## config.mk

```make
export PLATFORM = sky130hd
export DESIGN_NAME = rsort_cell
export DESIGN_NICKNAME = d
export VERILOG_FILES = /design/src/rtl/core/rsort_pkg.sv /design/src/rtl/core/rsort_cell.sv
export SDC_FILE = /design/constraint.sdc
export NUM_CORES = 1
export LEC_CHECK = 0
export BUFFER_PORTS_ARGS = -buffer_cell sky130_fd_sc_hd__buf_2
export CORE_AREA = 2 2 473 475
export DETAILED_ROUTE_END_ITERATION = 6
export DIE_AREA = 0 0 475 477
export GPL_TIMING_DRIVEN = 1
export HOLD_SLACK_MARGIN = 0.1
export PLACE_DENSITY = 0.35
export SLEW_MARGIN = 20
export SYNTH_ARGS = -nofsm -noshare
export SYNTH_HDL_FRONTEND = slang
export SYNTH_SLANG_ARGS = --single-unit
```

## constraint.sdc

```tcl
create_clock -name clk -period 12.6 [get_ports clk]
set_input_delay 1.89 -clock clk [delete_from_list [all_inputs] [get_ports clk]]
set_output_delay 1.89 -clock clk [all_outputs]
set_load 0.005 [all_outputs]
```

## src/rtl/core/rsort_pkg.sv

```systemverilog
// Shared types and constants for the sorting record store.
// No dependencies; used by the cell and top-level modules.
package rsort_pkg;

  localparam int NameBits = 240;

  typedef struct packed {
    logic [31:0]         id;
    logic [NameBits-1:0] name;
    logic [31:0]         score;
  } rec_t;

  // Lower ASCII letters; all other bytes pass through unchanged.
  function automatic logic [7:0] lower_byte(input logic [7:0] c);
    logic [7:0] r;
    r = c;
    if (c >= 8'h41 && c <= 8'h5A) r = c + 8'h20;
    return r;
  endfunction

endpackage

```

## src/rtl/core/rsort_cell.sv

```systemverilog
// One cell of the insertion chain: holds a record and a valid bit.
// Depends on rsort_pkg for the record type.
module rsort_cell
  import rsort_pkg::*;
#(
  parameter int NAME_BYTES = 30
) (
  input  logic clk,
  input  logic rst,
  input  logic ins,       // insertion of new record this cycle
  input  logic shift_out, // emit shift toward cell 0
  input  rec_t new_rec,
  input  logic prev_vld,
  input  logic prev_after,
  input  rec_t prev_rec,
  input  logic next_vld,
  input  rec_t next_rec,
  output logic vld,
  output logic after,     // held record must come after new one
  output rec_t rec
);

  localparam int Lim = (NAME_BYTES < 30) ? NAME_BYTES : 30;

  // Byte-wise combinational compare folded from the last byte to the first.
  logic gt;
  always_comb begin
    logic [7:0] ca;
    logic [7:0] cb;
    logic       dec;
    logic       res;
    dec = 1'b0;
    res = 1'b0;
    for (int k = Lim - 1; k >= 0; k--) begin
      ca = lower_byte(rec.name[NameBits-1-8*k -: 8]);
      cb = lower_byte(new_rec.name[NameBits-1-8*k -: 8]);
      if (ca != cb) begin
        dec = 1'b1;
        res = ca > cb;
      end else if (ca == 8'h00) begin
        dec = 1'b0;
        res = 1'b0;
      end
    end
    gt = dec ? res : ($signed(rec.score) < $signed(new_rec.score));
  end

  assign after = vld && gt;

  // On insert, cells past the insertion point take their left neighbor, the cell at the
  // insertion point takes the new record, and the first empty cell grows the chain.
  always_ff @(posedge clk) begin
    if (rst) begin
      vld <= 1'b0;
    end else if (shift_out) begin
      vld <= next_vld;
      rec <= next_rec;
    end else if (ins) begin
      if (prev_after) begin
        vld <= 1'b1;
        rec <= prev_rec;
      end else if (after || (prev_vld && !vld)) begin
        vld <= 1'b1;
        rec <= new_rec;
      end
    end
  end

endmodule

```

; ---- Yosys cells after proc, flatten, opt, wreduce, memory -nomap -nowiden
; Cells that the tools add are included.
[classes]
n_eq_ne = 30
n_bitwise = 1
n_reduce_logical = 97
order_cmp = 151
addsub = 60
mux = 187
[ops]
columns = cell, count
row1 = 304-bit two-way mux, 4
row2 = 8-bit by 6-bit adder with 8-bit output (second input constant), 60
row3 = 8-bit by 7-bit greater-or-equal comparator with 1-bit output (second input constant), 60
row4 = 8-bit by 7-bit <= comparator with 1-bit output (second input constant), 60
row5 = 8-bit two-way mux, 60
row6 = 8-bit > comparator, 30
row7 = 8-bit inequality test, 30
row8 = 8-bit logical NOT, 29
row9 = 1-bit two-way mux, 123
row10 = 1-bit logical AND, 62
row11 = 32-bit < comparator, 1
row12 = 3-bit AND reduction, 1
row13 = 3-bit nonzero test, 1
row14 = 2-bit AND reduction, 1
row15 = 2-bit nonzero test, 1
row16 = 1-bit logical NOT, 1
row17 = 1-bit logical OR, 1
row18 = 1-bit inverter, 1
[totals]
elab_cells = 530
reg_bits = 305
output_inout_bits = 306

; ---- Logic depth before layout (Yosys ltp)
[depth]
ltp_word = 70
mapped_depth = 16

; ---- Worst setup path before layout
; Ideal clock, no wire load.
[synth_timing]
path_type = input-to-reg
from = input port new_rec[51] in the netlist's numbering
to = register rec[0] in the netlist's numbering, enable pin
setup_ns = 0.729
required_time_ns = 11.871
path_buffers = 0
t_arrival_ns = 12.144
setup_slack_ns = -0.274
stages = 16
path_cell_list = or4_1 -> o22ai_1 -> nor4b_1 -> inv_1 -> o21ai_1 -> ha_1 -> and4_1 -> and2_1 -> nand4b_1 -> a311oi_1 -> o211ai_1 -> a2111oi_2 -> o2111a_1 -> o22ai_1 -> o31ai_1 -> o41a_1
[synth_between]
elab_chain_cells = 64
elab_cells_between_ends = 122
cone_classes = add/sub (1) / order compare (3) / eq/ne (1) / mux (112) / reduce/logical (5)
[synth_lines]
columns = item, line
row1 = "start, declared", rsort_cell.sv:12  ; input rec_t new_rec,
row2 = 8-bit by 7-bit greater-or-equal comparator with 1-bit output / 8-bit by 7-bit <= comparator with 1-bit output (equally long branches), rsort_pkg.sv:17  ; if (c >= 8'h41 && c <= 8'h5A) r = c + 8'h20;
row3 = 1-bit logical AND, rsort_pkg.sv:17
row4 = 8-bit two-way mux *, rsort_pkg.sv:17
row5 = 8-bit > comparator / 8-bit inequality test (equally long branches), "rsort_cell.sv:39, rsort_cell.sv:37"
row6 = 1-bit two-way mux, rsort_cell.sv:37  ; if (ca != cb) begin
row7 = 1-bit two-way mux, rsort_cell.sv:40  ; end else if (ca == 8'h00) begin
row8 = 1-bit two-way mux, rsort_cell.sv:37
row9 = 1-bit two-way mux, rsort_cell.sv:40
row10 = [... 48 more ...], -
row11 = 1-bit two-way mux, rsort_cell.sv:37
row12 = 1-bit two-way mux, rsort_cell.sv:40
row13 = 1-bit two-way mux, rsort_cell.sv:37
row14 = 1-bit two-way mux *, rsort_cell.sv:45  ; gt = dec ? res : ($signed(rec.score) < $signed(new_rec.score));
row15 = 1-bit logical AND *, rsort_cell.sv:48  ; assign after = vld && gt;
row16 = 1-bit logical OR *, rsort_cell.sv:62  ; end else if (after || (prev_vld && !vld)) begin
row17 = 3-bit nonzero test (no line) *, -
row18 = 3-bit AND reduction (no line) *, -
row19 = "end signal, assigned", rsort_cell.sv:57  ; rec <= next_rec;
row20 = "end signal, assigned", rsort_cell.sv:61  ; rec <= prev_rec;
row21 = "end signal, assigned", rsort_cell.sv:64  ; rec <= new_rec;
row22 = "end, declared", rsort_cell.sv:20  ; output rec_t rec
; Every way passes the cells marked *; elsewhere a longest branch is shown, timed or not.
; A chain may end at the register's enable or synchronous reset.

; ---- Worst setup path after layout
[layout_timing]
from = input port new_rec[91] in the netlist's numbering
to = output port after
[layout_between]
elab_chain_cells = 51
elab_cells_between_ends = 99
cone_classes = add/sub (1) / order compare (3) / eq/ne (1) / mux (92) / reduce/logical (2)
[layout_lines]
columns = item, line
row1 = 8-bit by 7-bit greater-or-equal comparator with 1-bit output / 8-bit by 7-bit <= comparator with 1-bit output (equally long branches), rsort_pkg.sv:17
row2 = 1-bit logical AND, rsort_pkg.sv:17
row3 = 8-bit two-way mux *, rsort_pkg.sv:17
row4 = 8-bit > comparator / 8-bit inequality test (equally long branches), "rsort_cell.sv:39, rsort_cell.sv:37"
row5 = 1-bit two-way mux, rsort_cell.sv:37
row6 = 1-bit two-way mux, rsort_cell.sv:40
row7 = 1-bit two-way mux, rsort_cell.sv:37
row8 = 1-bit two-way mux, rsort_cell.sv:40
row9 = [... 35 more ...], -
row10 = 1-bit two-way mux, rsort_cell.sv:40
row11 = 1-bit two-way mux, rsort_cell.sv:37
row12 = 1-bit two-way mux, rsort_cell.sv:40
row13 = 1-bit two-way mux, rsort_cell.sv:37
row14 = 1-bit two-way mux, rsort_cell.sv:40
row15 = 1-bit two-way mux, rsort_cell.sv:37
row16 = 1-bit two-way mux *, rsort_cell.sv:45
row17 = 1-bit logical AND *, rsort_cell.sv:48
row18 = "end, declared", rsort_cell.sv:19  ; output logic after,
; Marks and branches as above.

==> results.sh <==
export IMPL_status="complete, no violations"
export IMPL_grt_ovfl_total=0
export IMPL_die_h_um=477
export IMPL_tns_ns=0
export IMPL_hpwl_mm=169
export IMPL_rr_startpoint="rec[120]"
export IMPL_async_flop_share_pct=0
export IMPL_crit_fanout=4
export IMPL_power_density_nw_per_um2=98.6
export IMPL_drive_gt1_share_pct=32.3
export IMPL_irDropWorstVdd_uv=98.1
export IMPL_yosys_area_top_type="edfxtp_1"
export IMPL_setup_viol=0
export IMPL_rsz0062_at_grt="no"
export IMPL_hold_buffers=0
export IMPL_cpMaxStageDelayCell="a2111oi_2"
export IMPL_h_tree_depth=2
export IMPL_grt_pass1_wl_mm=253
export IMPL_antenna_left=0
export IMPL_place_gp_congestion=0.929
export IMPL_slew_viol_final=0
export IMPL_synth_most_common_cell="nand2_1"
export IMPL_yosysTopAreaCellShare_pct=34.5
export IMPL_placed_cells_incl_taps=7026
export IMPL_grt_max_degree=110
export IMPL_holdCritPathClass="register to register"
export IMPL_rows=173
export IMPL_place_area_um2=36200
export IMPL_initial_core_util_pct=11.9
export IMPL_cts_tree="done"
export IMPL_worstSkewPairLatency_ns=0.69
export IMPL_slew_headroom_pct=29.1
export IMPL_ys_top_cells_by_area="edfxtp_1 35%, ha_1 16%, mux2i_1 12%"
export IMPL_worst_setup_path_end_kind="primary output"
export IMPL_area_growth_pct=43.6
export IMPL_dieArea_um2=227000
export IMPL_num_vias=28800
export IMPL_yosysUniqueCellTypes=63
export IMPL_drv_cap=0
export IMPL_cts_buffers_inserted=51
export IMPL_critPathRequiredTime_ns=10.71
export IMPL_skew_ns=0.0358
export IMPL_io_buffers=1224
export IMPL_hold_start="vld"
export IMPL_design_core_area_um2=221000
export IMPL_slowest_delay_ns=0.85
export IMPL_clk_pin_slew_ns=0.06
export IMPL_crit_arrival_ns=6.72
export IMPL_post_cts_buffers=0
export IMPL_grt_pass1_vias=28400
export IMPL_fin_crit_ns=8.61
export IMPL_die_width_um=475
export IMPL_netlist_area_um2=26400
export IMPL_fmax_ghz=0.116
export IMPL_synth_warnings=0
export IMPL_fin_area_um2=38000
export IMPL_synth_edf_count=304
export IMPL_startpoint="new_rec[91]"
export IMPL_io_pins=1225
export IMPL_via_per_inst=4.01
export IMPL_clkSinkCount=305
export IMPL_drc=0
export IMPL_nets=5354
export IMPL_synthCells=2902
export IMPL_cts_resized=0
export IMPL_wire_per_inst_um=27.1
export IMPL_start_kind="input pin"
export IMPL_clock_tree_buffer_depth=3
export IMPL_post_route_util_pct=17.1
export IMPL_worst_pin_slew_ns=1.06
export IMPL_timing_worst_setup_path_type="input pin to primary output"
export IMPL_synth_seq_cells=305
export IMPL_grt_antenna_before_repair=141
export IMPL_synth_nets=4152
export IMPL_cp_cell_sequence="buf_2, or4_1, o22ai_1, nor4b_1, inv_1, o21ai_1, ha_1, nand4_1, nor2_1, o2111ai_1, a311oi_1, o211ai_1, a2111oi_2, o2111a_1, o22ai_1, o31ai_1, or2_1, buf_2"
export IMPL_leakagePower_nw=17.4
export IMPL_grt_use_total_pct=16.4
export IMPL_finalHoldViolCount=0
export IMPL_syn_avg_cell_area_um2=9.11
export IMPL_clock_root_buffer="clkbuf_16"
export IMPL_synth_commonest_cells="373 x nand2_1, 333 x o21ai_0, 331 x ha_1, 304 x edfxtp_1, 304 x mux2i_1"
export IMPL_period_share_pct=68.3
export IMPL_synthFlopType="edfxtp_1"
export IMPL_dr_pass1_iters=5
export IMPL_yosysSeqAreaShare_pct=34.6
export IMPL_finalNonFillerCells=7169
export IMPL_drt_total_wl_mm=194
export IMPL_drt_iter0_markers=1648
==> routing by layer <==
metal | part of all wire (%) | track usage (%) | vias up
li1 | - | - | 13300
met1 | 43 | 20.2 | 13800
met2 | 45 | 26.9 | 1272
met3 | 8.9 | 5.80 | 301
met4 | 2.7 | 4.27 | 46
met5 | 0.17 | 0 | -
==> cell families after synthesis <==
kind of cell	share of synthesized area [%]
simple gates	15.6
compound gates	17.8
buf+inv	4.84
fa+ha+maj	15.7
flops	34.6
mux	11.5
==> through the flow <==
| step | hold slack [ns] | setup WS [ns] | power, W |
|---|---|---|---|
| after floorplan | 0.614 | 3.72 | 0.00173 |
| after global placement | 0.686 | 3.67 | 0.00228 |
| after detailed placement | 0.699 | 3.70 | 0.00229 |
| after CTS | 0.715 | 3.69 | 0.00384 |
| after global routing | 0.776 | 3.62 | 0.00396 |
| final | 0.738 | 3.99 | 0.00374 |
==> critical path: cells and delay by family <==
kind / cells / cell delay, ns
AO/OA/AOI/OAI: 9 / 2.89
adder cells (fa/ha/maj): 1 / 0.31
buffers and inverters: 3 / 0.36
AND/OR/NAND/NOR: 5 / 1.24
==> sequential cells by signal, summed over array words and instances (netlist names) <==
name,flops
rec,304
vld,1
==> layout make-up <==
class / count / area (um^2)
multi-input cells: 2256 / 16000
repair buffers: 1251 / 6410
well taps: 2975 / 3720
fillers: 25200 / 183000
flip-flops and latches: 305 / 9150
inverters: 239 / 897
diodes: 50 / 125
clock buffers: 58 / 1300
clock inverters: 35 / 329
==> placed cells by master, fill, tap and decap left out, drive strengths merged, types with 4 or more instances in the layout <==
master   Yosys  final
edfxtp     304    304
nand2b      20     20
nor4b       44     44
or4         58     58
o21ai      377    377
ha         331    331
o21a        19     19
nand2      373    373
o22ai       36     36
diode        0     50
mux2i      304    304
nand3       17     17
clkinv       0     24
buf         25   1251
o31ai        7      7
a211oi      12     12
bufinv       0      5
a311oi      14     14
a21oi      145    145
o41a        12     12
nor3        26     26
nor4        11     11
o32ai       10     10
a31oi        8      8
nor2       129    129
a21o        83     83
or2         30     30
inv        239    243
clkbuf      77     58
a2111oi      6      6
a21boi      17     17
nand4       62     62
nor2b       35     35
o2111ai      4      4
o211ai      16     16
or3          6      6
==> final timing paths <==
| kind | to | slack [ns] | cells past startpoint |
|---|---|---|---|
| setup reg to reg | rec[144] | 5.48 | 15 |
| hold reg to reg | vld | 0.74 | 4 |
| setup / recovery | after | 3.99 | 18 |
| hold / removal | vld | 0.74 | 4 |
==> power by group <==
group | internal [W] | leakage, nW | switching (W) | total (W)
logic | 0.000384 | 13.7 | 0.000560 | 0.000944
registers | 0.00122 | 2.93 | 0.0000970 | 0.00131
clock network | 0.000843 | 0.798 | 0.000643 | 0.00149
total | 0.00244 | 17.4 | 0.00130 | 0.00374
No activity file was read; power rests on OpenSTA's default activity.
